<file path="config.mk">
export PLATFORM = sky130hd
export DESIGN_NAME = tbs_lane
export DESIGN_NICKNAME = d
export VERILOG_FILES = /design/src/hdl/tbs_pkg.sv /design/src/hdl/tbs_lane.sv
export SDC_FILE = /design/constraint.sdc
export NUM_CORES = 1
export LEC_CHECK = 0
export ABC_AREA = 1
export BUFFER_PORTS_ARGS = -buffer_cell sky130_fd_sc_hd__buf_2
export CORE_MARGIN = 5
export CORE_UTILIZATION = 55
export DETAILED_ROUTE_END_ITERATION = 7
export PLACE_DENSITY_LB_ADDON = 0.12
export SLEW_MARGIN = 15
export SYNTH_ARGS = -nofsm -noshare
export SYNTH_HDL_FRONTEND = slang
export SYNTH_SLANG_ARGS = --single-unit
</file>
<file path="constraint.sdc">
create_clock -name clk_i -period 23.5 [get_ports clk_i]
set_clock_uncertainty 0.05 [all_clocks]
set_input_delay 4.7 -clock clk_i [delete_from_list [all_inputs] [get_ports clk_i]]
set_output_delay 4.7 -clock clk_i [all_outputs]
set_load 0.01 [all_outputs]
</file>
<file path="src/hdl/tbs_pkg.sv">
// shared types, constants and helpers of the ternary bit-plane similarity scorer
`timescale 1ns / 1ps
package tbs_pkg;

  // parameter defaults
  localparam int DEF_MAX_WORDS = 64;
  localparam int DEF_WORD_BITS = 64;

  // fixed field widths
  localparam int OP_W    = 1;
  localparam int IDX_W   = 6;
  localparam int PLANE_W = 64;
  localparam int SCORE_W = 15;
  localparam int DOC_W   = 16;
  localparam int WPV_W   = 7;

  // configuration port
  localparam int APB_AW = 3;
  localparam int APB_DW = 32;
  localparam int WPV_RESET = 1;
  localparam logic REG_WPV = 1'b0;

  // opcodes
  typedef enum logic [OP_W-1:0] {
    OP_LOAD = 1'b0,
    OP_DOC  = 1'b1
  } op_e;

  // lane geometry
  localparam int LANE_BITS = 8;
  localparam int LANE_CW   = $clog2(LANE_BITS + 1);
  localparam int LANE_DW   = $clog2(2 * LANE_BITS + 1) + 1;
  typedef logic signed [LANE_DW-1:0] lane_delta_t;

  // score range
  localparam int SUM_W     = SCORE_W + 1;
  localparam int SCORE_MAX = 8192;
  localparam int SCORE_MIN = -8192;
  localparam logic signed [SUM_W-1:0] SUM_HI = SUM_W'(SCORE_MAX);
  localparam logic signed [SUM_W-1:0] SUM_LO = SUM_W'(SCORE_MIN);

  // per-beat control carried down the pipeline
  typedef struct packed {
    logic             last;
    logic             fresh;
    logic [DOC_W-1:0] doc_index;
  } tbs_ctrl_t;

  function automatic logic [LANE_CW-1:0] popcnt(input logic [LANE_BITS-1:0] v);
    logic [LANE_CW-1:0] n;
    n = '0;
    for (int i = 0; i < LANE_BITS; i++) begin
      n = n + LANE_CW'(v[i]);
    end
    return n;
  endfunction

endpackage

</file>
<file path="src/hdl/tbs_lane.sv">
// one lane: signed agreement count over a slice of the bit planes
`timescale 1ns / 1ps
module tbs_lane import tbs_pkg::*; (
  input  logic                 clk_i,
  input  logic                 en_i,
  input  logic [LANE_BITS-1:0] qp_i,
  input  logic [LANE_BITS-1:0] qn_i,
  input  logic [LANE_BITS-1:0] dp_i,
  input  logic [LANE_BITS-1:0] dn_i,
  output lane_delta_t          delta_o
);

  lane_delta_t delta_d;
  lane_delta_t delta_q;

  always_comb begin
    delta_d = $signed({{(LANE_DW - LANE_CW){1'b0}}, popcnt(qp_i & dp_i)})
            + $signed({{(LANE_DW - LANE_CW){1'b0}}, popcnt(qn_i & dn_i)})
            - $signed({{(LANE_DW - LANE_CW){1'b0}}, popcnt(qp_i & dn_i)})
            - $signed({{(LANE_DW - LANE_CW){1'b0}}, popcnt(qn_i & dp_i)});
  end

  always_ff @(posedge clk_i) begin
    if (en_i) begin
      delta_q <= delta_d;
    end
  end

  assign delta_o = delta_q;

endmodule

</file>
== Word level (Yosys, flattened, before mapping) ==
Cells that the tools add are included.

* Add/subtract/negate cells: 31
* Bitwise gates (word level): 4

{| class="wikitable"
|+ Operators by type and width
! kind !! count
|-
| 4-bit by 1-bit adder with 4-bit output || 16
|-
| 8-bit AND || 4
|-
| 3-bit by 1-bit adder with 4-bit output || 4
|-
| 2-bit by 1-bit adder with 3-bit output || 4
|-
| 1-bit by 1-bit adder with 2-bit output || 4
|-
| 5-bit by 4-bit subtractor with 6-bit output || 1
|-
| 6-bit by 5-bit subtractor with 6-bit output || 1
|-
| 4-bit by 4-bit adder with 5-bit output || 1
|}

* Register bits: 6
* Input port bits: 34
* Output and inout bits: 6
* Logic and storage cells: 36

== Logic depth before layout (Yosys ltp) ==
Gate-level depths: netlist of the first run.

* Word-level depth: 11
* Depth in mapped cells: 24

== Least setup slack after synthesis of the first run ==
No wires, ideal clock.

* Path kind: input to register
* Start point: input port dp_i[0]
* End point: register delta_q[4] (netlist: delta_o[4]), data pin
* Setup time: 0.258 ns
* Arrival time: 10.663 ns
* Required time: 23.192 ns
* Slack: 12.529 ns
* Stages: 22
* Path buffers: 0
* Cells stage by stage: nand2_1 -> inv_1 -> fa_1 -> inv_1 -> fa_1 -> inv_1 -> fa_1 -> ha_1 -> inv_1 -> fa_1 -> inv_1 -> fa_1 -> fa_1 -> fa_1 -> fa_1 -> fa_1 -> inv_1 -> ha_1 -> fa_1 -> nand3_1 -> nand2_1 -> xor2_1

* Longest elaborated chain between the ends: 11
* Elaborated cells between the ends (all ways): 19
* Those cells by class: add/sub (17); bitwise (2)

{| class="wikitable"
|+ RTL lines
! what !! RTL line !! text
|-
| start, declared || tbs_lane.sv:8 || <nowiki>input logic [LANE_BITS-1:0] dp_i,</nowiki>
|-
| 8-bit AND || tbs_lane.sv:17 || <nowiki>delta_d = $signed({{(LANE_DW - LANE_CW){1'b0}}, popcnt(qp_i & dp_i)})</nowiki>
|-
| 1-bit by 1-bit adder with 2-bit output || tbs_pkg.sv:53 || <nowiki>n = n + LANE_CW'(v[i]);</nowiki>
|-
| 2-bit by 1-bit adder with 3-bit output || tbs_pkg.sv:53 ||
|-
| 3-bit by 1-bit adder with 4-bit output || tbs_pkg.sv:53 ||
|-
| 4-bit by 1-bit adder with 4-bit output (4 in a row) || tbs_pkg.sv:53 ||
|-
| 4-bit by 4-bit adder with 5-bit output || tbs_lane.sv:18 || <nowiki>+ $signed({{(LANE_DW - LANE_CW){1'b0}}, popcnt(qn_i & dn_i)})</nowiki>
|-
| 5-bit by 4-bit subtractor with 6-bit output || tbs_lane.sv:19 || <nowiki>- $signed({{(LANE_DW - LANE_CW){1'b0}}, popcnt(qp_i & dn_i)})</nowiki>
|-
| 6-bit by 5-bit subtractor with 6-bit output (*) || tbs_lane.sv:20 || <nowiki>- $signed({{(LANE_DW - LANE_CW){1'b0}}, popcnt(qn_i & dp_i)});</nowiki>
|-
| named net delta_d[4] || tbs_lane.sv:13 || <nowiki>lane_delta_t delta_d;</nowiki>
|-
| end signal, assigned || tbs_lane.sv:25 || <nowiki>delta_q <= delta_d;</nowiki>
|-
| end, declared || tbs_lane.sv:14 || <nowiki>lane_delta_t delta_q;</nowiki>
|}

The timed path passes the listed nets; every way through them passes the cells marked *.
A chain may end at the register's enable or synchronous reset.

== Worst setup path in the final report of the first run ==
Ends and elaborated chain as after synthesis.

==> results of run 1 <==
## cell usage after synthesis, drive strengths merged
cell type	instances	share of area
inv	45	0.14
nand2	43	0.13
fa	23	0.37
ha	14	0.14
edfxtp	6	0.15
nand3	5	0.024
a21oi	2	0.0081
xnor2	2	0.014
xor2	2	0.014
clkinv	1	0.0031
nor2	1	0.0031
## logic make-up (layout without fill, tap and decap cells)
kind of cell / after synthesis / count (layout) / share of synthesized area
AO/OA/AOI/OAI: 2 / 2 / 0.00815
adder cells (fa/ha/maj): 37 / 37 / 0.517
buffers and inverters: 46 / 88 / 0.141
AND/OR/NAND/NOR: 49 / 49 / 0.159
XOR/XNOR: 4 / 4 / 0.0285
flip-flops: 6 / 6 / 0.147
## per-stage QoR
| stage | cell area (µm²) | hold WS, ps | total power [W] | worst slack, ps | std cells |
|---|---|---|---|---|---|
| after floorplan | 1230 | 4760 | 0.000226 | 12530 | 144 |
| after CTS | 1480 | 4710 | 0.000283 | 12490 | 214 |
| after global placement | 1460 | 4950 | 0.000264 | 12300 | 211 |
| final | 1480 | 4700 | 0.000276 | 12520 | 214 |
| after global routing | 1480 | 4710 | 0.000320 | 12300 | 214 |
| after detailed placement | 1460 | 4960 | 0.000272 | 12230 | 211 |
## worst max-delay path by stage
stage                     startpoint                   end  slack [ps]  cells after the start
after floorplan              dp_i[0]  delta_o[4]$_DFFE_PP_       12530                     22
after CTS                    dp_i[0]  delta_o[4]$_DFFE_PP_       12490                     23
after global placement       dp_i[0]  delta_o[4]$_DFFE_PP_       12300                     23
after global routing         dp_i[0]  delta_o[4]$_DFFE_PP_       12300                     23
after detailed placement     dp_i[0]  delta_o[4]$_DFFE_PP_       12230                     23
final                        dp_i[0]  delta_o[4]$_DFFE_PP_       12520                     23
## per-layer routing
layer | GRT usage | up-vias
met3 | 0.0520 | 0
met4 | 0.0298 | 0
met1 | 0.196 | 478
li1 | - | 496
met2 | 0.264 | 23
met5 | 0 | -
## layout make-up
class	instances	share of cell area
multi-input combinational	92	0.591
clock buffer	3	0.0152
inverter	46	0.117
timing repair buffer	39	0.132
tap	28	0.0236
sequential	6	0.122
## worst max-delay path: stages
cell	delay [ps]
buf_2	100
nand2_1	50
inv_1	60
fa_1	540
inv_1	60
fa_1	520
inv_1	50
fa_1	470
ha_1	290
inv_1	40
fa_1	470
inv_1	50
fa_1	460
fa_1	520
fa_1	520
fa_1	510
fa_1	550
inv_1	40
ha_1	210
fa_1	400
nand3_1	100
nand2_1	60
xor2_1	130
## cells in the final DEF (no fill, tap or decap), drive strengths merged
master / count
xor2: 2
inv: 45
nor2: 1
a21oi: 2
nand2: 43
clkinv: 1
buf: 39
nand3: 5
fa: 23
ha: 14
edfxtp: 6
clkbuf: 3
xnor2: 2
## power by group
group          switching, W  leakage (nW)   total (W)  internal (W)
sequential       0.00000102        0.0589   0.0000372     0.0000362
combinational      0.000126         0.832    0.000229      0.000103
clock            0.00000392        0.0138  0.00000971    0.00000579
total              0.000131         0.904    0.000276      0.000145
==> run metrics, run 1 <==
status complete, no violations; pin count of the biggest net entering global routing 7; max_cap viols 0; hold endpoint delta_o[5]$_DFFE_PP_; multi-input combinational cell area 876 µm²; slew margin rel. 0.842; Setup CP Type input pin to flop; via count 997; GRT Residual Overflow 0; synthesized area 1230 µm²; vias in the first global route 1012; Hold Crit Start en_i; die footprint 3280 µm²; Core Area 2170 µm²; IO buf count 39; Final Cycle Share 0.467; antenna cells 0; Hold Path Class input pin to flop; sequential area share after synthesis 0.147; post-CTS setup buffer count 0; GP Congestion 0.859; Synth Instances 144; clk slew on worst S/H paths 50 ps; Syn. warnings 0; fin crit period 10980 ps; Area Overhead vs Synth 20.6%; # DRC 0; WP data required 23450 ps; WL/cell 10.9 µm; hold depth 1; storage element area 180 µm²; first-pass GRT wire length 3960 µm; DIE WIDTH 57.3 µm; H-tree depth 1; max-slew violations 0; setup TNS 0 ps; WL met3 137 µm; Root Buffer clkbuf_4; Final Hold Vio Count 0; # fillers 200; Sink Count 6; Largest register FFs 6; fmax 0.0911 GHz; DRT iter0 DRCs 29; Peak VDD IR 0.000218 V; HPWL Detailed 2260 µm; all-layer global routing usage 0.156; Leak Pwr 0.904 nW; Post-Syn Nets 215; initial antenna violation count 0; Avg Cell Area, Syn 8.53 µm²; Clock Path Buffers 2; quantity of hold-fixing buffers added after cts 0; post-synth cell types 12; Chip Height 57.3 µm; DRT Pass-1 Iters 4; element type at the critical path start input pin; row cnt 17; Critical Path End Type flop; # IOs 40; Antenna Nets Post-Route 0; Worst Path Arrival 10930 ps; Starting Density 0.566; critical path peak fanout 2; layout cells sized above 1 0.231; Highest Signal Layer met3; vias per cell 4.66; register bit total from synthesis 6; setup violators final 0; cts bufs inserted 3; Post-Route M1 WL 957 µm; RSZ-0062 raised after global routing false; CTS tree built; final WL 2330 µm; fin nets 259; metal2 WL 1230 µm; utilization after layout 0.683; worst-margin pin slew 235 ps; Pwr Density 186 nW/µm²; CTS resizes 0
Power figures use the tool's default switching activity.
==> run 2: changes to the inputs <==
--- a/config.mk
+++ b/config.mk
@@ -8,7 +8,7 @@
 export ABC_AREA = 1
 export BUFFER_PORTS_ARGS = -buffer_cell sky130_fd_sc_hd__buf_2
 export CORE_MARGIN = 5
-export CORE_UTILIZATION = 55
+export CORE_UTILIZATION = 51
 export DETAILED_ROUTE_END_ITERATION = 7
 export PLACE_DENSITY_LB_ADDON = 0.12
 export SLEW_MARGIN = 15
==> constraint.sdc (replaced) <==
create_clock -name clk_i -period 10.5 [get_ports clk_i]
set_clock_uncertainty 0.05 [all_clocks]
set_input_delay 2.1 -clock clk_i [delete_from_list [all_inputs] [get_ports clk_i]]
set_output_delay 2.1 -clock clk_i [all_outputs]
set_load 0.01 [all_outputs]
==> run metrics, run 2 (synthesis results as in run 1) <==
worst path cell trace buf_2 > nand2_1 > inv_1 > fa_1 > inv_1 > fa_1 > inv_1 > fa_1 > ha_1 > inv_1 > fa_1 > inv_1 > fa_1 > fa_1 > fa_1 > fa_1 > fa_1 > inv_1 > ha_1 > fa_1 > nand3_1 > nand2_1 > xor2_1; pin count of the biggest net entering global routing 7; Hold Crit Start en_i; critical path's most frequent cell fa_1; cts bufs inserted 3; element type at the critical path start input pin; Area Overhead vs Synth 20.6%; # DRC 0; GR Layer Usage met1 0.184; Clock Path Buffers 2; total power 0.000615 W; final WL 2410 µm; initial antenna violation count 0; CP max stage cell fa_1; quantity of hold-fixing buffers added after cts 0; Hold Path Class input pin to flop; Root Buffer clkbuf_4; Final Cycle Share 0.801; WL/cell 11.2 µm; layout cells sized above 1 0.231; all-layer global routing usage 0.147; met3 GRT Util 0.0109; DRT iter0 DRCs 21; GRT busiest layer met2; Core Area 2250 µm²; DIE WIDTH 59.1 µm; hold endpoint delta_o[4]$_DFFE_PP_; vias in the first global route 1010; RSZ-0062 raised after global routing false; slew margin rel. 0.851; Peak VDD IR 0.000343 V; first-pass GRT wire length 3930 µm; worst-margin pin slew 222 ps; CTS tree built; Critical Path End Type flop; status complete, no violations; GP Congestion 0.825; critical path peak fanout 2; Sink Count 6; IO buf count 39; most frequent cells in the layout inv_1, nand2_1, buf_2; fin area 1480 µm²; DRT Pass-1 Iters 4; utilization after layout 0.657; met2 usage 0.262; Worst Path Arrival 8350 ps; # IOs 40; max-slew violations 0; GRT Residual Overflow 0; HPWL Detailed 2330 µm; Final Hold Vio Count 0; fin crit period 8410 ps; Setup CP Type input pin to flop; H-tree depth 1; setup TNS 0 ps; die footprint 3490 µm²; setup violators final 0; # fillers 218; fin nets 259; WP data required 10440 ps; antenna cells 0; most common cell after layout, fill and taps aside inv_1; Leak Pwr 0.904 nW; hold depth 1; Starting Density 0.545; fmax 0.119 GHz; Pwr Density 415 nW/µm²; Chip Height 59.1 µm; Placed Area 1460 µm²; max_cap viols 0; CTS resizes 0; Largest register FFs 6; row cnt 17; vias per cell 4.72; clk slew on worst S/H paths 40 ps; Antenna Nets Post-Route 0; Largest stage delay, worst path 550 ps; via count 1010; post-CTS setup buffer count 0
[run 2: cell counts in the layout (fill, tap and decap cells not counted)]
No cell type changed its count.
[run 2: worst max-delay path, delay by kind of cell]
family	cells	cell delay [ps]
fa+ha+maj	12	5480
simple gates	3	220
xor+xnor	1	130
buf+inv	7	410
[run 2: layout make-up]
type                            instances  area (µm²)  share of cell area
Tap cell                               28        35.0              0.0236
Sequential cell                         6         180               0.122
Clock buffer                            3        22.5              0.0152
Multi-Input combinational cell         92         876               0.591
Inverter                               46         173               0.117
Timing Repair Buffer                   39         195               0.132
[run 2: worst max path at each step]
| stage | startpoint | end |
|---|---|---|
| final | dp_i[0] | delta_o[4]$_DFFE_PP_ |
| after global routing | dp_i[0] | delta_o[4]$_DFFE_PP_ |
| after CTS | dp_i[0] | delta_o[4]$_DFFE_PP_ |
| after detailed placement | dp_i[0] | delta_o[4]$_DFFE_PP_ |
| after global placement | dp_i[0] | delta_o[4]$_DFFE_PP_ |
| after floorplan | dp_i[0] | delta_o[4]$_DFFE_PP_ |
[run 2: metrics by stage]
| stage | hold slack (ps) | setup WS [ps] | std cells |
|---|---|---|---|
| 6_report | 2110 | 2090 | 214 |
| 5_1_grt | 2100 | 1880 | 214 |
| 4_1_cts | 2110 | 2050 | 214 |
| 3_5_place_dp | 2360 | 1820 | 211 |
| 3_3_place_gp | 2350 | 1920 | 211 |
| 2_1_floorplan | 2160 | 2130 | 144 |
[run 2: report_power, final]
part | total [W] | internal (W) | switching [W]
clock | 0.0000199 | 0.0000128 | 0.00000710
combinational | 0.000512 | 0.000229 | 0.000283
sequential | 0.0000834 | 0.0000810 | 0.00000237
[run 2: metal layers]
layer | vias up | wire [µm]
li1 | 496 | -
met1 | 475 | 959
met2 | 33 | 1230
met3 | 6 | 160
met4 | 0 | 53
met5 | - | 0
==> run 3: changes to the inputs <==
--- a/config.mk
+++ b/config.mk
@@ -8,7 +8,7 @@
 export ABC_AREA = 1
 export BUFFER_PORTS_ARGS = -buffer_cell sky130_fd_sc_hd__buf_2
 export CORE_MARGIN = 5
-export CORE_UTILIZATION = 51
+export CORE_UTILIZATION = 46
 export DETAILED_ROUTE_END_ITERATION = 7
 export PLACE_DENSITY_LB_ADDON = 0.12
 export SLEW_MARGIN = 15
==> constraint.sdc (replaced) <==
create_clock -name clk_i -period 7 [get_ports clk_i]
set_clock_uncertainty 0.05 [all_clocks]
set_input_delay 1.4 -clock clk_i [delete_from_list [all_inputs] [get_ports clk_i]]
set_output_delay 1.4 -clock clk_i [all_outputs]
set_load 0.01 [all_outputs]
==> run metrics, run 3 (synthesis results as in run 1) <==
via count 1011; failing checks setup timing; setup violators final 4; Worst Path Arrival 7210 ps; Final Cycle Share 1.04; all-layer global routing usage 0.137; Core Area 2520 µm²; Critical Path End Type flop; Cell Count, Final, Fillers Out 221; Post-Route M1 WL 973 µm; final WL 2320 µm; DRT Pass-1 Iters 6; fin nets 264; fin crit period 7270 ps; HPWL Detailed 2140 µm; critical path peak fanout 2; Sink Count 6; # IOs 40; cts bufs inserted 3; post-route setup slack -270 ps; IO buf count 39; max-slew violations 0; clk slew on worst S/H paths 40 ps; Antenna Nets Post-Route 0; Highest Signal Layer met4; WP data required 6940 ps; most frequent cells in the layout inv_1, nand2_1, buf_2; pin count of the biggest net entering global routing 7; GP Congestion 0.768; DRT iter0 DRCs 10; Chip Height 61.7 µm; vias in the first global route 940; die footprint 3800 µm²; WL met3 147 µm; slew margin rel. 0.859; first-pass GRT wire length 3800 µm; row cnt 18; H-tree depth 1; Largest register FFs 6; GRT Residual Overflow 0; Hold Path Class input pin to flop; initial antenna violation count 0; Clock Path Buffers 2; layout cells sized above 1 0.304; DP Cell Count 217; WL/cell 10.5 µm; vias per cell 4.57; RSZ-0062 raised after global routing true; worst-margin pin slew 210 ps; fmax 0.138 GHz; status finished, violations left; Final Hold Vio Count 0; # fillers 229; Area Overhead vs Synth 30.0%; CTS tree built; element type at the critical path start input pin; DIE WIDTH 61.7 µm; most common cell after layout, fill and taps aside inv_1; metal2 WL 1170 µm; max_cap viols 0; Root Buffer clkbuf_4; Starting Density 0.487; Setup CP Type input pin to flop; # DRC 0; antenna cells 0
==> run 3: cell types whose count changed in the layout (fill, tap and decap cells not counted), sizes merged <==
cell  delta
buf      +5
==> run 3: path summary, 6_finish.rpt <==
path / from / to / slack, ps / cells past startpoint
hold / removal: en_i / delta_o[3]$_DFFE_PP_ / 1410 / 1
setup / recovery: qn_i[1] / delta_o[4]$_DFFE_PP_ / -270 / 23
==> run 3: timing repair <==
item                       4_1_cts  5_1_grt
setup endpoints to repair        5        5
pin swaps                        6        3
gates resized for setup         10        4
hold buffers                     0        0
buffers inserted                 1        0
==> run 3: cell type report <==
class                   instances  area (µm²)  share of cell area
clock buffers                   3        22.5              0.0141
inverters                      46         173               0.108
multi-input cells              92         928               0.581
flip-flops and latches          6         180               0.113
well taps                      30        37.5              0.0235
repair buffers                 44         256               0.161
==> run 3: layer usage <==
| metal | GRT usage | vias to the layer above |
|---|---|---|
| li1 | - | 512 |
| met1 | 0.173 | 469 |
| met2 | 0.251 | 28 |
| met3 | 0.0126 | 2 |
| met4 | 0.0273 | 0 |
| met5 | 0 | - |
==> run 3: worst max-delay path: stages <==
cell	delay [ps]
buf_2	110
nand2_1	60
inv_1	50
fa_1	500
inv_1	50
fa_1	480
inv_1	50
fa_1	430
ha_1	280
inv_1	40
fa_1	470
inv_1	50
fa_1	520
fa_1	420
fa_1	510
fa_1	440
fa_1	520
inv_2	50
ha_4	160
fa_2	360
nand3_2	70
nand2_1	60
xor2_1	130
==> run 3: metrics by stage <==
stage / instance area, µm² / TNS (ps) / hold slack [ps] / util / setup slack (ps)
floorplan: 1250 / -502 / 1460 / - / -256
global placement: 1510 / -1610 / 1650 / 0.598 / -470
detailed placement: 1510 / -1940 / 1650 / 0.598 / -549
CTS: 1570 / -454 / 1410 / 0.624 / -236
global route: 1600 / -1530 / 1410 / 0.633 / -452
finish: 1600 / -611 / 1410 / 0.633 / -270
Power of run 3 is not shown: default switching activity piles up to over one toggle a cycle in this logic, so the estimate is an artifact.
