File: config.mk
export PLATFORM = sky130hd
export DESIGN_NAME = tbs_merge
export DESIGN_NICKNAME = d
export VERILOG_FILES = /design/src/hdl/tbs_pkg.sv /design/src/hdl/tbs_merge.sv
export SDC_FILE = /design/constraint.sdc
export NUM_CORES = 1
export LEC_CHECK = 0
export ABC_AREA = 0
export BUFFER_PORTS_ARGS = -buffer_cell sky130_fd_sc_hd__buf_2
export CAP_MARGIN = 25
export CELL_PAD_IN_SITES_DETAIL_PLACEMENT = 1
export CELL_PAD_IN_SITES_GLOBAL_PLACEMENT = 1
export CORE_MARGIN = 2
export CORE_UTILIZATION = 47
export DETAILED_ROUTE_END_ITERATION = 10
export PLACE_DENSITY = 0.95
export REMOVE_ABC_BUFFERS = 1
export SLEW_MARGIN = 20
export SYNTH_ARGS = -nofsm -noshare
export SYNTH_HDL_FRONTEND = slang
export SYNTH_SLANG_ARGS = --single-unit
File: constraint.sdc
create_clock -name clk_i -period 9.7 [get_ports clk_i]
set_input_delay 0.485 -clock clk_i [delete_from_list [all_inputs] [get_ports clk_i]]
set_output_delay 0.485 -clock clk_i [all_outputs]
set_load 0.1 [all_outputs]
File: src/hdl/tbs_pkg.sv
// shared types, constants and helpers of the ternary bit-plane similarity scorer
`timescale 1ns / 1ps
package tbs_pkg;

  // parameter defaults
  localparam int DEF_MAX_WORDS = 64;
  localparam int DEF_WORD_BITS = 64;

  // fixed field widths
  localparam int OP_W    = 1;
  localparam int IDX_W   = 6;
  localparam int PLANE_W = 64;
  localparam int SCORE_W = 15;
  localparam int DOC_W   = 16;
  localparam int WPV_W   = 7;

  // configuration port
  localparam int APB_AW = 3;
  localparam int APB_DW = 32;
  localparam int WPV_RESET = 1;
  localparam logic REG_WPV = 1'b0;

  // opcodes
  typedef enum logic [OP_W-1:0] {
    OP_LOAD = 1'b0,
    OP_DOC  = 1'b1
  } op_e;

  // lane geometry
  localparam int LANE_BITS = 8;
  localparam int LANE_CW   = $clog2(LANE_BITS + 1);
  localparam int LANE_DW   = $clog2(2 * LANE_BITS + 1) + 1;
  typedef logic signed [LANE_DW-1:0] lane_delta_t;

  // score range
  localparam int SUM_W     = SCORE_W + 1;
  localparam int SCORE_MAX = 8192;
  localparam int SCORE_MIN = -8192;
  localparam logic signed [SUM_W-1:0] SUM_HI = SUM_W'(SCORE_MAX);
  localparam logic signed [SUM_W-1:0] SUM_LO = SUM_W'(SCORE_MIN);

  // per-beat control carried down the pipeline
  typedef struct packed {
    logic             last;
    logic             fresh;
    logic [DOC_W-1:0] doc_index;
  } tbs_ctrl_t;

  function automatic logic [LANE_CW-1:0] popcnt(input logic [LANE_BITS-1:0] v);
    logic [LANE_CW-1:0] n;
    n = '0;
    for (int i = 0; i < LANE_BITS; i++) begin
      n = n + LANE_CW'(v[i]);
    end
    return n;
  endfunction

endpackage

File: src/hdl/tbs_merge.sv
// merge: sums lane counts into the saturating accumulator, output register
`timescale 1ns / 1ps
module tbs_merge import tbs_pkg::*; #(
  parameter int NUM_LANES = DEF_WORD_BITS / LANE_BITS
) (
  input  logic                      clk_i,
  input  logic                      rst_ni,
  input  logic                      valid_i,
  input  tbs_ctrl_t                 ctrl_i,
  input  lane_delta_t               delta_i [NUM_LANES],
  output logic                      take_o,
  input  logic                      out_ready_i,
  output logic                      out_valid_o,
  output logic signed [SCORE_W-1:0] score_o,
  output logic [DOC_W-1:0]          doc_index_o
);

  logic signed [SCORE_W-1:0] acc_q, acc_d;
  logic                      out_valid_q, out_valid_d;
  logic signed [SCORE_W-1:0] score_q, score_d;
  logic [DOC_W-1:0]          doc_q, doc_d;
  logic signed [SUM_W-1:0]   sum;
  logic signed [SCORE_W-1:0] sat;

  // partial words never wait on the output register
  assign take_o = valid_i && (!ctrl_i.last || !out_valid_q || out_ready_i);

  always_comb begin
    sum = ctrl_i.fresh ? '0 : SUM_W'(acc_q);
    for (int l = 0; l < NUM_LANES; l++) begin
      sum = sum + SUM_W'(delta_i[l]);
    end
    if (sum > SUM_HI) begin
      sat = SCORE_W'(SUM_HI);
    end else if (sum < SUM_LO) begin
      sat = SCORE_W'(SUM_LO);
    end else begin
      sat = SCORE_W'(sum);
    end
  end

  always_comb begin
    acc_d       = acc_q;
    out_valid_d = out_valid_q && !out_ready_i;
    score_d     = score_q;
    doc_d       = doc_q;
    if (take_o) begin
      if (ctrl_i.last) begin
        acc_d       = '0;
        out_valid_d = 1'b1;
        score_d     = sat;
        doc_d       = ctrl_i.doc_index;
      end else begin
        acc_d = sat;
      end
    end
  end

  always_ff @(posedge clk_i or negedge rst_ni) begin
    if (!rst_ni) begin
      acc_q       <= '0;
      out_valid_q <= 1'b0;
    end else begin
      acc_q       <= acc_d;
      out_valid_q <= out_valid_d;
    end
  end

  always_ff @(posedge clk_i) begin
    score_q <= score_d;
    doc_q   <= doc_d;
  end

  assign out_valid_o = out_valid_q;
  assign score_o     = score_q;
  assign doc_index_o = doc_q;

endmodule

# == Word level (Yosys, flattened, before mapping) ==
# Index checks and enable logic that the tools add are counted.
# totals
wordCells,28
reg_bits,47
output_inout_bits,33
inputBits,70
# classes
reduce_logical,8
n_addsub,8
magnitude_cmp,2
mux,6
# op_table
operator,count
$add 16x6->16,8
$mux 15,3
$gt 16x15->1 const B,1
$lt 16x14->1 const B,1
$mux 16,1
$logic_not 1->1,3
$logic_and 1x1->1,2
$logic_or 1x1->1,2
$mux 1,2
$reduce_and 2->1,1

# == Logic depth before layout (Yosys ltp) ==
# Gate-level depths: netlist (run 1).
# logic_depth
ltp_word,13
mapped_depth,21
mapped_depth_nobuf,18

# == Worst setup path after synthesis (run 1) ==
# Ideal clock, no wire load.
# synth_timing
kind,input to register
startpoint,in ctrl_i[16] (netlist name)
endpoint,"reg score_q[5] (netlist: score_o[5]), data pin"
stages,17
t_arrival_ns,5.179
slack_ns,4.389
required_time_ns,9.569
setup_time_ns,0.131
n_path_buf,2
cell_sequence,clkbuf_1 nor2b_1 fa_1 fa_1 fa_1 fa_1 ha_1 fa_1 a211oi_2 o21ai_1 and2_1 a221oi_1 xnor2_1 or3_4 o211ai_4 buf_4 and2_1
# synth_via
elab_chain_cells,12
elab_cells_between_ends,13
cone_classes,add/sub: 8; order compare: 2; mux: 3
# synth_rtl
item,line,rtl
start: declaration,tbs_merge.sv:9,"input tbs_ctrl_t ctrl_i,"
$mux 16 *,tbs_merge.sv:29,sum = ctrl_i.fresh ? '0 : SUM_W'(acc_q);
$add 16x6->16 * (8 in a row),tbs_merge.sv:31,sum = sum + SUM_W'(delta_i[l]);
$lt 16x14->1,tbs_merge.sv:35,end else if (sum < SUM_LO) begin
$mux 15,tbs_merge.sv:35,
$mux 15 *,tbs_merge.sv:33,if (sum > SUM_HI) begin
via sat[5],tbs_merge.sv:23,logic signed [SCORE_W-1:0] sat;
end signal: assignment,tbs_merge.sv:70,score_q <= score_d;
end: declaration,tbs_merge.sv:20,"logic signed [SCORE_W-1:0] score_q, score_d;"
# The timed path passes the listed nets; every way through them passes the cells marked *.
# A chain may end at the register's enable or synchronous reset.

# == Worst setup path in the final report (run 1) ==
# layout_timing
startpoint,reg acc_q[7]
endpoint,reg acc_q[7]
# layout_via
elab_chain_cells,13
elab_cells_between_ends,14
cone_classes,add/sub: 8; order compare: 2; mux: 4
# layout_rtl
item,line,rtl
start: declaration,tbs_merge.sv:18,"logic signed [SCORE_W-1:0] acc_q, acc_d;"
start signal: assignment,tbs_merge.sv:61,acc_q <= '0;
start signal: assignment,tbs_merge.sv:64,acc_q <= acc_d;
$mux 16 *,tbs_merge.sv:29,
$add 16x6->16 * (8 in a row),tbs_merge.sv:31,
$lt 16x14->1,tbs_merge.sv:35,
$mux 15,tbs_merge.sv:35,
$mux 15 *,tbs_merge.sv:33,
$mux 15 *,tbs_merge.sv:48,if (ctrl_i.last) begin
# Every way passes the cells marked *; elsewhere a longest branch is shown, timed or not.

==> results of run 1 <==
[cell type report]
cell class,count,share of cell area (%)
Clock buffer,5,1.34
Inverter,85,6.21
Sequential cell,47,25.9
Tap cell,111,2.70
Multi-Input combinational cell,226,52.4
Clock inverter,3,1.31
Timing Repair Buffer,103,10.1
[flip-flops by register name, indices dropped and copies added, names as in the netlist]
signal,count
acc_q,15
doc_index_o,16
out_valid_o,1
score_o,15
[metal layers]
layer	wire, um	vias to the layer above	GRT usage [%]
li1	-	1383	-
met1	4160	1596	27.7
met2	6580	89	46.2
met3	427	17	3.33
met4	208	0	5.37
met5	0	-	0
[how the worst max path moves through the flow]
stage	start	end	slack, ns	depth (start not counted)
2_1_floorplan	delta_i[23]	score_o[11]	4.43	15
3_3_place_gp	delta_i[23]	score_o[11]	3.88	16
3_5_place_dp	delta_i[23]	score_o[2]	3.65	16
4_1_cts	acc_q[7]	acc_q[7]	3.85	16
5_1_grt	acc_q[7]	acc_q[7]	3.67	16
6_report	acc_q[7]	acc_q[7]	3.84	16
[synthesized netlist by cell type (all sizes together), types with 9 or more instances]
cell	count	area, um2
inv	85	319
fa	75	1500
edfxtp	31	931
ha	18	225
nor2b	17	106
dfrtp	16	400
and2	14	87.6
xnor2	14	123
a32o	13	130
a21oi	11	66.3
nor2	11	41.3
nand2	9	36.3
[kinds of logic after synthesis]
logic type	Yosys count	share of synthesized area [%]
compound gates	48	9.86
fa+ha+maj	93	39.2
buf+inv	94	8.55
simple gates	69	8.95
xor+xnor	16	3.18
flops	47	30.2
[layout by cell type, fill, tap and decap left out, types with 13 or more instances in the layout]
cell type,synthesis,routed
sky130_fd_sc_hd__buf_2,1,102
sky130_fd_sc_hd__inv_1,85,85
sky130_fd_sc_hd__fa_1,75,75
sky130_fd_sc_hd__edfxtp_1,31,31
sky130_fd_sc_hd__ha_1,18,18
sky130_fd_sc_hd__nor2b_1,17,17
sky130_fd_sc_hd__dfrtp_1,16,16
sky130_fd_sc_hd__xnor2_1,14,14
sky130_fd_sc_hd__and2_1,14,14
sky130_fd_sc_hd__a32o_1,13,13
[per-stage QoR]
stage / hold slack [ns] / cell area [um2] / utilization (%) / std cells
3_3_place_gp: 0.419 / 5000 / 54.7 / 572
5_1_grt: 0.116 / 5140 / 56.1 / 580
4_1_cts: 0.108 / 5140 / 56.1 / 580
2_1_floorplan: 0.189 / 4350 / - / 358
6_report: 0.0922 / 5140 / 56.1 / 580
3_5_place_dp: 0.435 / 5000 / 54.7 / 572
==> out/results.tsv, run 1 <==
metric	value	unit
run_status	finished, final reports clean	
layout.filler_cells	994	
synth.ff_latch_count	47	
storage_element_area	1330	um2
timing.setup.tns	0	ns
cts_tree	built	
postRouteAntennaNets	0	
half_perimeter_wire_length_of_the_detailed_placement_result	9320	um
path_buf_inv	2	
max-slew-margin-rel	35.1	%
ratio_of_routed_vias_to_standard_cells	5.32	
path_cells	nor2b_1, fa_1, fa_1, inv_1, fa_1, fa_1, inv_1, ha_1, a21oi_1, o21ai_2, or4_1, o221ai_2, xnor2_1, or3_4, o211ai_4, a32o_1	
synth_edf_count	31	
global_route_wire_length_before_repair	18300	um
setup_viol	0	
cts_inserted_buffers	5	
critical_path.max_stage_delay	0.56	ns
grt_overflow	0	
rsz0062_at_grt	no	
drc_errors	0	
cts.sinks	47	
fin_nets	631	
first_global_vias	3601	
synth_cell_type_count	46	
firstDrtPassIters	4	
track_usage	23.9	%
postSynthAreaPerCell	12.0	um2
inserted_diodes	0	
top_level_ports	103	
route.vias.total	3085	
synth_sequential_area_ratio	30.2	%
r2r_cells	16	
finalWirelength	11400	um
drv.max_cap_violation_count	0	
routed_wire_length_per_instance	19.6	um
worst_skew_pair.late_latency	0.32	ns
worst-slew-pin-transition	0.969	ns
reg2reg_from	acc_q[7]	
multi_input_comb_area	2700	um2
horizontal_extent_of_the_die	101	um
yosys_warnings	0	
worst_slack	3.84	ns
post_route_cells_drive_above_1_share	26.0	%
critical_path.top_delay_family	adder cells	
post_place_setup_slack	3.65	ns
grt_antenna_before_repair	0	
nature_of_the_critical_path_endpoint	flop	
max_freq	171	MHz
floorplan.initialDensity	48.1	%
min_period	5.86	ns
worst_endpoint_required_time	9.93	ns
design.die.area	10200	um2
ctsRootBufferMaster	sky130_fd_sc_hd__clkbuf_8	
h-tree-depth	2	
post_cts_resized	0	
area_growth_syn_to_layout	16.7	%
port-buffer-count	102	
worstHoldPathType	primary input to asynchronous set/reset pin	
worst_clock_skew	0.0161	ns
timing.rr.end	acc_q[7]	
routabilityCongestion	0.817	
reg2reg_setup_slack	3.84	ns
asr_flop_ratio_synth	34.0	%
rows	35	
most_common_cell_on_crit_path	sky130_fd_sc_hd__fa_1	
timing_max_transition_violations_final	0	
crit_fanout	22	
grt_max_degree	23	
clk_pin_slew_worst_paths	0.10	ns
overall_die_height	101	um
drtIter0Drc	177	
critical-path-slowest-cell	sky130_fd_sc_hd__fa_1	
cts_hold_buffers	0	
final.period_utilization	60.4	%
synth_area	4400	um2
max-clock-path-buffers	2	
fp.coreArea	9150	um2
worst_setup_path_start_kind	flop	
postSynthCellCount	367	
worst_ep_arrival	6.10	ns
postSynth.topFlopCell	sky130_fd_sc_hd__edfxtp_1	
post-cts-setup-buffers	0	
criticalPathCategory	flop to flop	
hold_violations	0	
Power of run 1 is left out: the tool's default activity adds up to more than one toggle a clock period on the data nets, which glitch-free logic cannot reach.
==> inputs of run 2 (changes only) <==
--- a/config.mk
+++ b/config.mk
@@ -11,9 +11,9 @@
 export CELL_PAD_IN_SITES_DETAIL_PLACEMENT = 1
 export CELL_PAD_IN_SITES_GLOBAL_PLACEMENT = 1
 export CORE_MARGIN = 2
-export CORE_UTILIZATION = 47
+export CORE_UTILIZATION = 44
 export DETAILED_ROUTE_END_ITERATION = 10
-export PLACE_DENSITY = 0.95
+export PLACE_DENSITY = 0.93
 export REMOVE_ABC_BUFFERS = 1
 export SLEW_MARGIN = 20
 export SYNTH_ARGS = -nofsm -noshare
==> constraint.sdc (replaced) <==
create_clock -name clk_i -period 5.65 [get_ports clk_i]
set_input_delay 0.2825 -clock clk_i [delete_from_list [all_inputs] [get_ports clk_i]]
set_output_delay 0.2825 -clock clk_i [all_outputs]
set_load 0.1 [all_outputs]
==> run 2 against run 1 <==
  * Clock skew shrank 0.0094 ns
  * Worst setup slack lost 3.6 ns
  * Die area grew 6.5%
  * Critical path depth is the same
  * Count of clock-buffer cells in the layout grew 1
  * Critical path type unchanged
==> out/results.tsv, run 2 (same netlist as run 1, synthesis figures left out) <==
metric	value	unit	change
global_route_wire_length_before_repair	19600	um	was 18300 um
drc_errors	0		unchanged
route.vias.total	3137		was 3085
firstDrtPassIters	4		unchanged
ratio_of_routed_vias_to_standard_cells	5.16		was 5.32
placement.cell_area	5070	um2	was 5000 um2
drtIter0Drc	116		was 177
final_cell_area	5200	um2	was 5140 um2
max_freq	183	MHz	was 171 MHz
nature_of_the_critical_path_endpoint	flop		unchanged
clk_pin_slew_worst_paths	0.09	ns	was 0.10 ns
cts_tree	built		unchanged
timing_max_transition_violations_final	0		unchanged
number_of_flip_flops_under_the_largest_register_name	16		unchanged
horizontal_extent_of_the_die	104	um	was 101 um
worst-slew-pin-transition	0.770	ns	was 0.969 ns
overall_die_height	104	um	was 101 um
final_core_utilization	53.5	%	was 56.1%
finalWirelength	11600	um	was 11400 um
final.period_utilization	96.5	%	was 60.4%
cts_inserted_buffers	5		unchanged
first_global_vias	3772		was 3601
half_perimeter_wire_length_of_the_detailed_placement_result	9670	um	was 9320 um
h-tree-depth	2		unchanged
min_period	5.45	ns	was 5.86 ns
worst_ep_arrival	5.62	ns	was 6.10 ns
criticalPathCategory	flop to flop		unchanged
floorplan.initialDensity	45.3	%	was 48.1%
worst_setup_path_start_kind	flop		unchanged
layout.cells.most_common_list	sky130_fd_sc_hd__buf_2 (102), sky130_fd_sc_hd__inv_1 (85), sky130_fd_sc_hd__fa_1 (75)		unchanged
routed_wire_length_per_instance	19.0	um	was 19.6 um
post_route_cells_drive_above_1_share	27.2	%	was 26.0%
drv.max_cap_violation_count	0		unchanged
rows	36		was 35
setup_viol	0		unchanged
top_level_ports	103		unchanged
max-clock-path-buffers	2		unchanged
max-slew-margin-rel	48.7	%	was 35.1%
cts.sinks	47		unchanged
run_status	finished, final reports clean		unchanged
rsz0062_at_grt	no		unchanged
port-buffer-count	102		unchanged
grt_max_degree	23		unchanged
hold_violations	0		unchanged
inserted_diodes	0		unchanged
timing.setup.tns	0	ns	unchanged
grt_antenna_before_repair	0		unchanged
postRouteAntennaNets	0		unchanged
layout.filler_cells	1105		was 994
layout_commonest_cell	sky130_fd_sc_hd__buf_2		unchanged
fin_nets	637		was 631
worstHoldPathType	primary input to flop		was primary input to asynchronous set/reset pin
post-place-cells	598		was 572
worst_skew_pair.late_latency	0.30	ns	was 0.32 ns
area_growth_syn_to_layout	18.1	%	was 16.7%
design.die.area	10800	um2	was 10200 um2
routabilityCongestion	0.817		about the same
worst_endpoint_required_time	5.81	ns	was 9.93 ns
fp.coreArea	9730	um2	was 9150 um2
post-cts-setup-buffers	0		unchanged
ctsRootBufferMaster	sky130_fd_sc_hd__clkbuf_8		unchanged
crit_fanout	22		unchanged
finalNonFillerCells	608		was 580
grt_overflow	0		unchanged
worst_clock_skew	0.00678	ns	was 0.0161 ns
track_usage	23.3	%	was 23.9%
-- run 2: cell count changes in the layout (fill, tap and decap cells not counted), sizes merged --
cell,previous run,this run
buf,103,108
dlygate4sd3,0,1
bufinv,2,0
clkbuf,5,6
clkinv,0,1
-- run 2: repair_timing --
action,in CTS,in global routing
hold buffers,1,0
endpoints found under the hold margin,16,0
endpoints found under the setup margin,0,25
gates resized for setup,0,4
-- run 2: per-layer routing --
layer / vias to the layer above / global-route usage [%] / wire length [um]
met3: 32 / 4.45 / 478
met1: 1604 / 25.5 / 4180
met2: 104 / 43.5 / 6370
met4: 0 / 10.1 / 533
li1: 1397 / - / -
met5: - / 0 / 0
-- run 2: critical path: stages (launching register included) --
cell	delay [ns]
sky130_fd_sc_hd__dfrtp_1	0.36
sky130_fd_sc_hd__nor2b_1	0.20
sky130_fd_sc_hd__fa_1	0.47
sky130_fd_sc_hd__fa_1	0.55
sky130_fd_sc_hd__fa_1	0.45
sky130_fd_sc_hd__fa_1	0.50
sky130_fd_sc_hd__ha_1	0.24
sky130_fd_sc_hd__fa_1	0.44
sky130_fd_sc_hd__a211oi_2	0.35
sky130_fd_sc_hd__o21ai_2	0.15
sky130_fd_sc_hd__and2_1	0.19
sky130_fd_sc_hd__a221oi_1	0.34
sky130_fd_sc_hd__xnor2_1	0.15
sky130_fd_sc_hd__or3_4	0.41
sky130_fd_sc_hd__o211ai_4	0.18
sky130_fd_sc_hd__buf_12	0.17
sky130_fd_sc_hd__and2_1	0.15
-- run 2: through the flow --
stage / hold WS, ns / worst slack, ns
after floorplan: -0.0131 / 0.579
after global routing: 0.135 / 0.0254
after global placement: 0.212 / 0.231
after CTS: 0.142 / 0.120
final: 0.149 / 0.198
after detailed placement: 0.224 / -0.0182
-- run 2: final timing paths --
path                            startpoint  slack, ns  cells past startpoint              to
worst max-delay path              acc_q[2]       0.20                     16      score_o[6]
worst min-delay path             ctrl_i[0]       0.15                      1  doc_index_o[0]
worst max register to register    acc_q[2]       0.20                     16      score_o[6]
worst min register to register    acc_q[4]       0.50                      1        acc_q[4]
max in group asynchronous           rst_ni       4.92                      2        acc_q[2]
min in group asynchronous           rst_ni       0.45                      2     out_valid_o
-- run 2: cell type report --
cell class,instances,area (um2),share of cell area (%)
clock buffers,6,82.6,1.59
clock inverters,2,11.3,0.217
repair buffers,109,578,11.1
flip-flops and latches,47,1330,25.6
inverters,85,319,6.13
multi-input cells,226,2710,52.2
well taps,133,166,3.20
Power of run 2 is left out for the same reason.
==> inputs of run 3 (changes only) <==
--- a/config.mk
+++ b/config.mk
@@ -10,10 +10,10 @@
 export CAP_MARGIN = 25
 export CELL_PAD_IN_SITES_DETAIL_PLACEMENT = 1
 export CELL_PAD_IN_SITES_GLOBAL_PLACEMENT = 1
-export CORE_MARGIN = 2
-export CORE_UTILIZATION = 44
+export CORE_UTILIZATION = 45
+export CTS_BUF_LIST = sky130_fd_sc_hd__clkbuf_4 sky130_fd_sc_hd__clkbuf_8
 export DETAILED_ROUTE_END_ITERATION = 10
-export PLACE_DENSITY = 0.93
+export PLACE_DENSITY = 0.95
 export REMOVE_ABC_BUFFERS = 1
 export SLEW_MARGIN = 20
 export SYNTH_ARGS = -nofsm -noshare
==> run 3 against run 2 <==
  * Clock skew is 0.0027 ns higher
  * Final area is 0.24% lower
  * Global-route usage is 0.11 points higher
  * Sequential cell count stayed put
  * First-iteration DRC count is 3.4% lower
  * Cell count is 0.66% lower
  * Largest cell class unchanged
  * Maximum frequency is 0.57% lower
==> out/results.tsv, run 3 (same netlist as run 1, synthesis figures left out) <==
metric	value	unit	change
max-slew-margin-rel	53.7	%	was 48.7%
inserted_diodes	0		unchanged
drtIter0Drc	112		was 116
max-clock-path-buffers	2		unchanged
grt_overflow	0		unchanged
clk_pin_slew_worst_paths	0.09	ns	about the same
post-place-cells	593		was 598
area_growth_syn_to_layout	17.8	%	was 18.1%
layout_commonest_cell	sky130_fd_sc_hd__buf_2		unchanged
hold_violations	0		unchanged
final.period_utilization	97.0	%	was 96.5%
routed_wire_length_per_instance	19.9	um	was 19.0 um
cts_tree	built		unchanged
post_route_cells_drive_above_1_share	27.4	%	was 27.2%
max_freq	182	MHz	was 183 MHz
worst_endpoint_required_time	5.80	ns	was 5.81 ns
top_level_ports	103		unchanged
ratio_of_routed_vias_to_standard_cells	5.20		was 5.16
finalNonFillerCells	604		was 608
number_of_flip_flops_under_the_largest_register_name	16		unchanged
min_period	5.48	ns	was 5.45 ns
nature_of_the_critical_path_endpoint	flop		unchanged
worst_setup_path_start_kind	flop		unchanged
overall_die_height	101	um	was 104 um
ctsRootBufferMaster	sky130_fd_sc_hd__clkbuf_8		unchanged
drc_errors	0		unchanged
routabilityCongestion	0.885		was 0.817
grt_antenna_before_repair	0		unchanged
track_usage	23.4	%	was 23.3%
first_global_vias	3703		was 3772
worst_clock_skew	0.00950	ns	was 0.00678 ns
design.die.area	10200	um2	was 10800 um2
port-buffer-count	102		unchanged
run_status	finished, final reports clean		unchanged
setup_viol	0		unchanged
grt_max_degree	23		unchanged
worst-slew-pin-transition	0.695	ns	was 0.770 ns
drv.max_cap_violation_count	0		unchanged
fin_nets	637		unchanged
fp.coreArea	9370	um2	was 9730 um2
horizontal_extent_of_the_die	101	um	was 104 um
worstHoldPathType	primary input to flop		unchanged
postRouteAntennaNets	0		unchanged
worst_ep_arrival	5.64	ns	was 5.62 ns
layout.filler_cells	1052		was 1105
global_route_wire_length_before_repair	18000	um	was 19600 um
finalWirelength	12000	um	was 11600 um
r2r_cells	18		was 16
route.vias.total	3140		was 3137
rows	35		was 36
cts_inserted_buffers	5		unchanged
rsz0062_at_grt	no		unchanged
floorplan.initialDensity	47.0	%	was 45.3%
worst_skew_pair.late_latency	0.30	ns	about the same
criticalPathCategory	flop to flop		unchanged
firstDrtPassIters	4		unchanged
crit_fanout	22		unchanged
h-tree-depth	2		unchanged
layout.cells.most_common_list	sky130_fd_sc_hd__buf_2 (102), sky130_fd_sc_hd__inv_1 (85), sky130_fd_sc_hd__fa_1 (75)		unchanged
cts.sinks	47		unchanged
worstHoldPathCells	1		unchanged
half_perimeter_wire_length_of_the_detailed_placement_result	9590	um	was 9670 um
timing_max_transition_violations_final	0		unchanged
## run 3: cell types whose count changed in the layout (fill, tap and decap cells not counted), sizes merged
cell	before	now
clkinv	1	2
clkinvlp	1	0
## run 3: path summary, 6_finish.rpt
check,start,to,slack [ns]
max,acc_q[6],score_o[5],0.17
min reg2reg,acc_q[12],acc_q[12],0.50
min in group asynchronous,rst_ni,out_valid_o,0.44
max in group asynchronous,rst_ni,acc_q[1],4.92
max reg2reg,acc_q[6],score_o[5],0.17
min,ctrl_i[3],doc_index_o[3],0.16
## run 3: critical path, stage by stage (launching register included)
cell and delay [ns]:
sky130_fd_sc_hd__dfrtp_1 0.40, sky130_fd_sc_hd__nor2b_1 0.15, sky130_fd_sc_hd__fa_1 0.51, sky130_fd_sc_hd__inv_1 0.07, sky130_fd_sc_hd__fa_1 0.54, sky130_fd_sc_hd__inv_1 0.06
sky130_fd_sc_hd__fa_1 0.51, sky130_fd_sc_hd__inv_1 0.06, sky130_fd_sc_hd__fa_1 0.53, sky130_fd_sc_hd__inv_1 0.04, sky130_fd_sc_hd__ha_2 0.39, sky130_fd_sc_hd__nand4_2 0.18
sky130_fd_sc_hd__a2111oi_4 0.54, sky130_fd_sc_hd__o221ai_2 0.22, sky130_fd_sc_hd__xnor2_2 0.20, sky130_fd_sc_hd__or3_4 0.41, sky130_fd_sc_hd__o211ai_4 0.19, sky130_fd_sc_hd__buf_12 0.18
sky130_fd_sc_hd__and2_1 0.15
## run 3: final cells by class
class / count / area (um2) / area share [%]
clock buffer: 6 / 76.3 / 1.47
clock inverter: 2 / 8.76 / 0.169
inverter: 85 / 319 / 6.15
multi-input combinational: 226 / 2710 / 52.3
sequential: 47 / 1330 / 25.7
tap: 129 / 161 / 3.11
timing repair buffer: 109 / 578 / 11.1
## run 3: routing by layer
layer	wire length (um)	track usage, %	vias up
li1	-	-	1387
met4	442	10.4	0
met5	0	0	-
met2	6780	44.5	104
met1	4270	25.4	1621
met3	505	3.61	28
## run 3: through the flow
stage	utilization [%]	hold WS (ns)	cell area, um2	setup TNS (ns)	setup slack [ns]
after global routing	55.4	0.151	5190	0	0.0178
after global placement	54.0	0.211	5060	0	0.235
after detailed placement	54.0	0.227	5060	-0.225	-0.0391
after CTS	55.0	0.156	5150	0	0.163
after floorplan	-	-0.0131	4350	0	0.579
final	55.4	0.160	5190	0	0.167
## run 3: what timing repair did
| action | 4_1_cts | 5_1_grt |
|---|---|---|
| endpoints found under the hold margin | 16 | 0 |
| hold buffers | 1 | 0 |
| setup endpoints to repair | 0 | 25 |
| gates resized for setup | 0 | 4 |
| buffers inserted | 0 | 1 |
Power of run 3 is left out for the same reason.
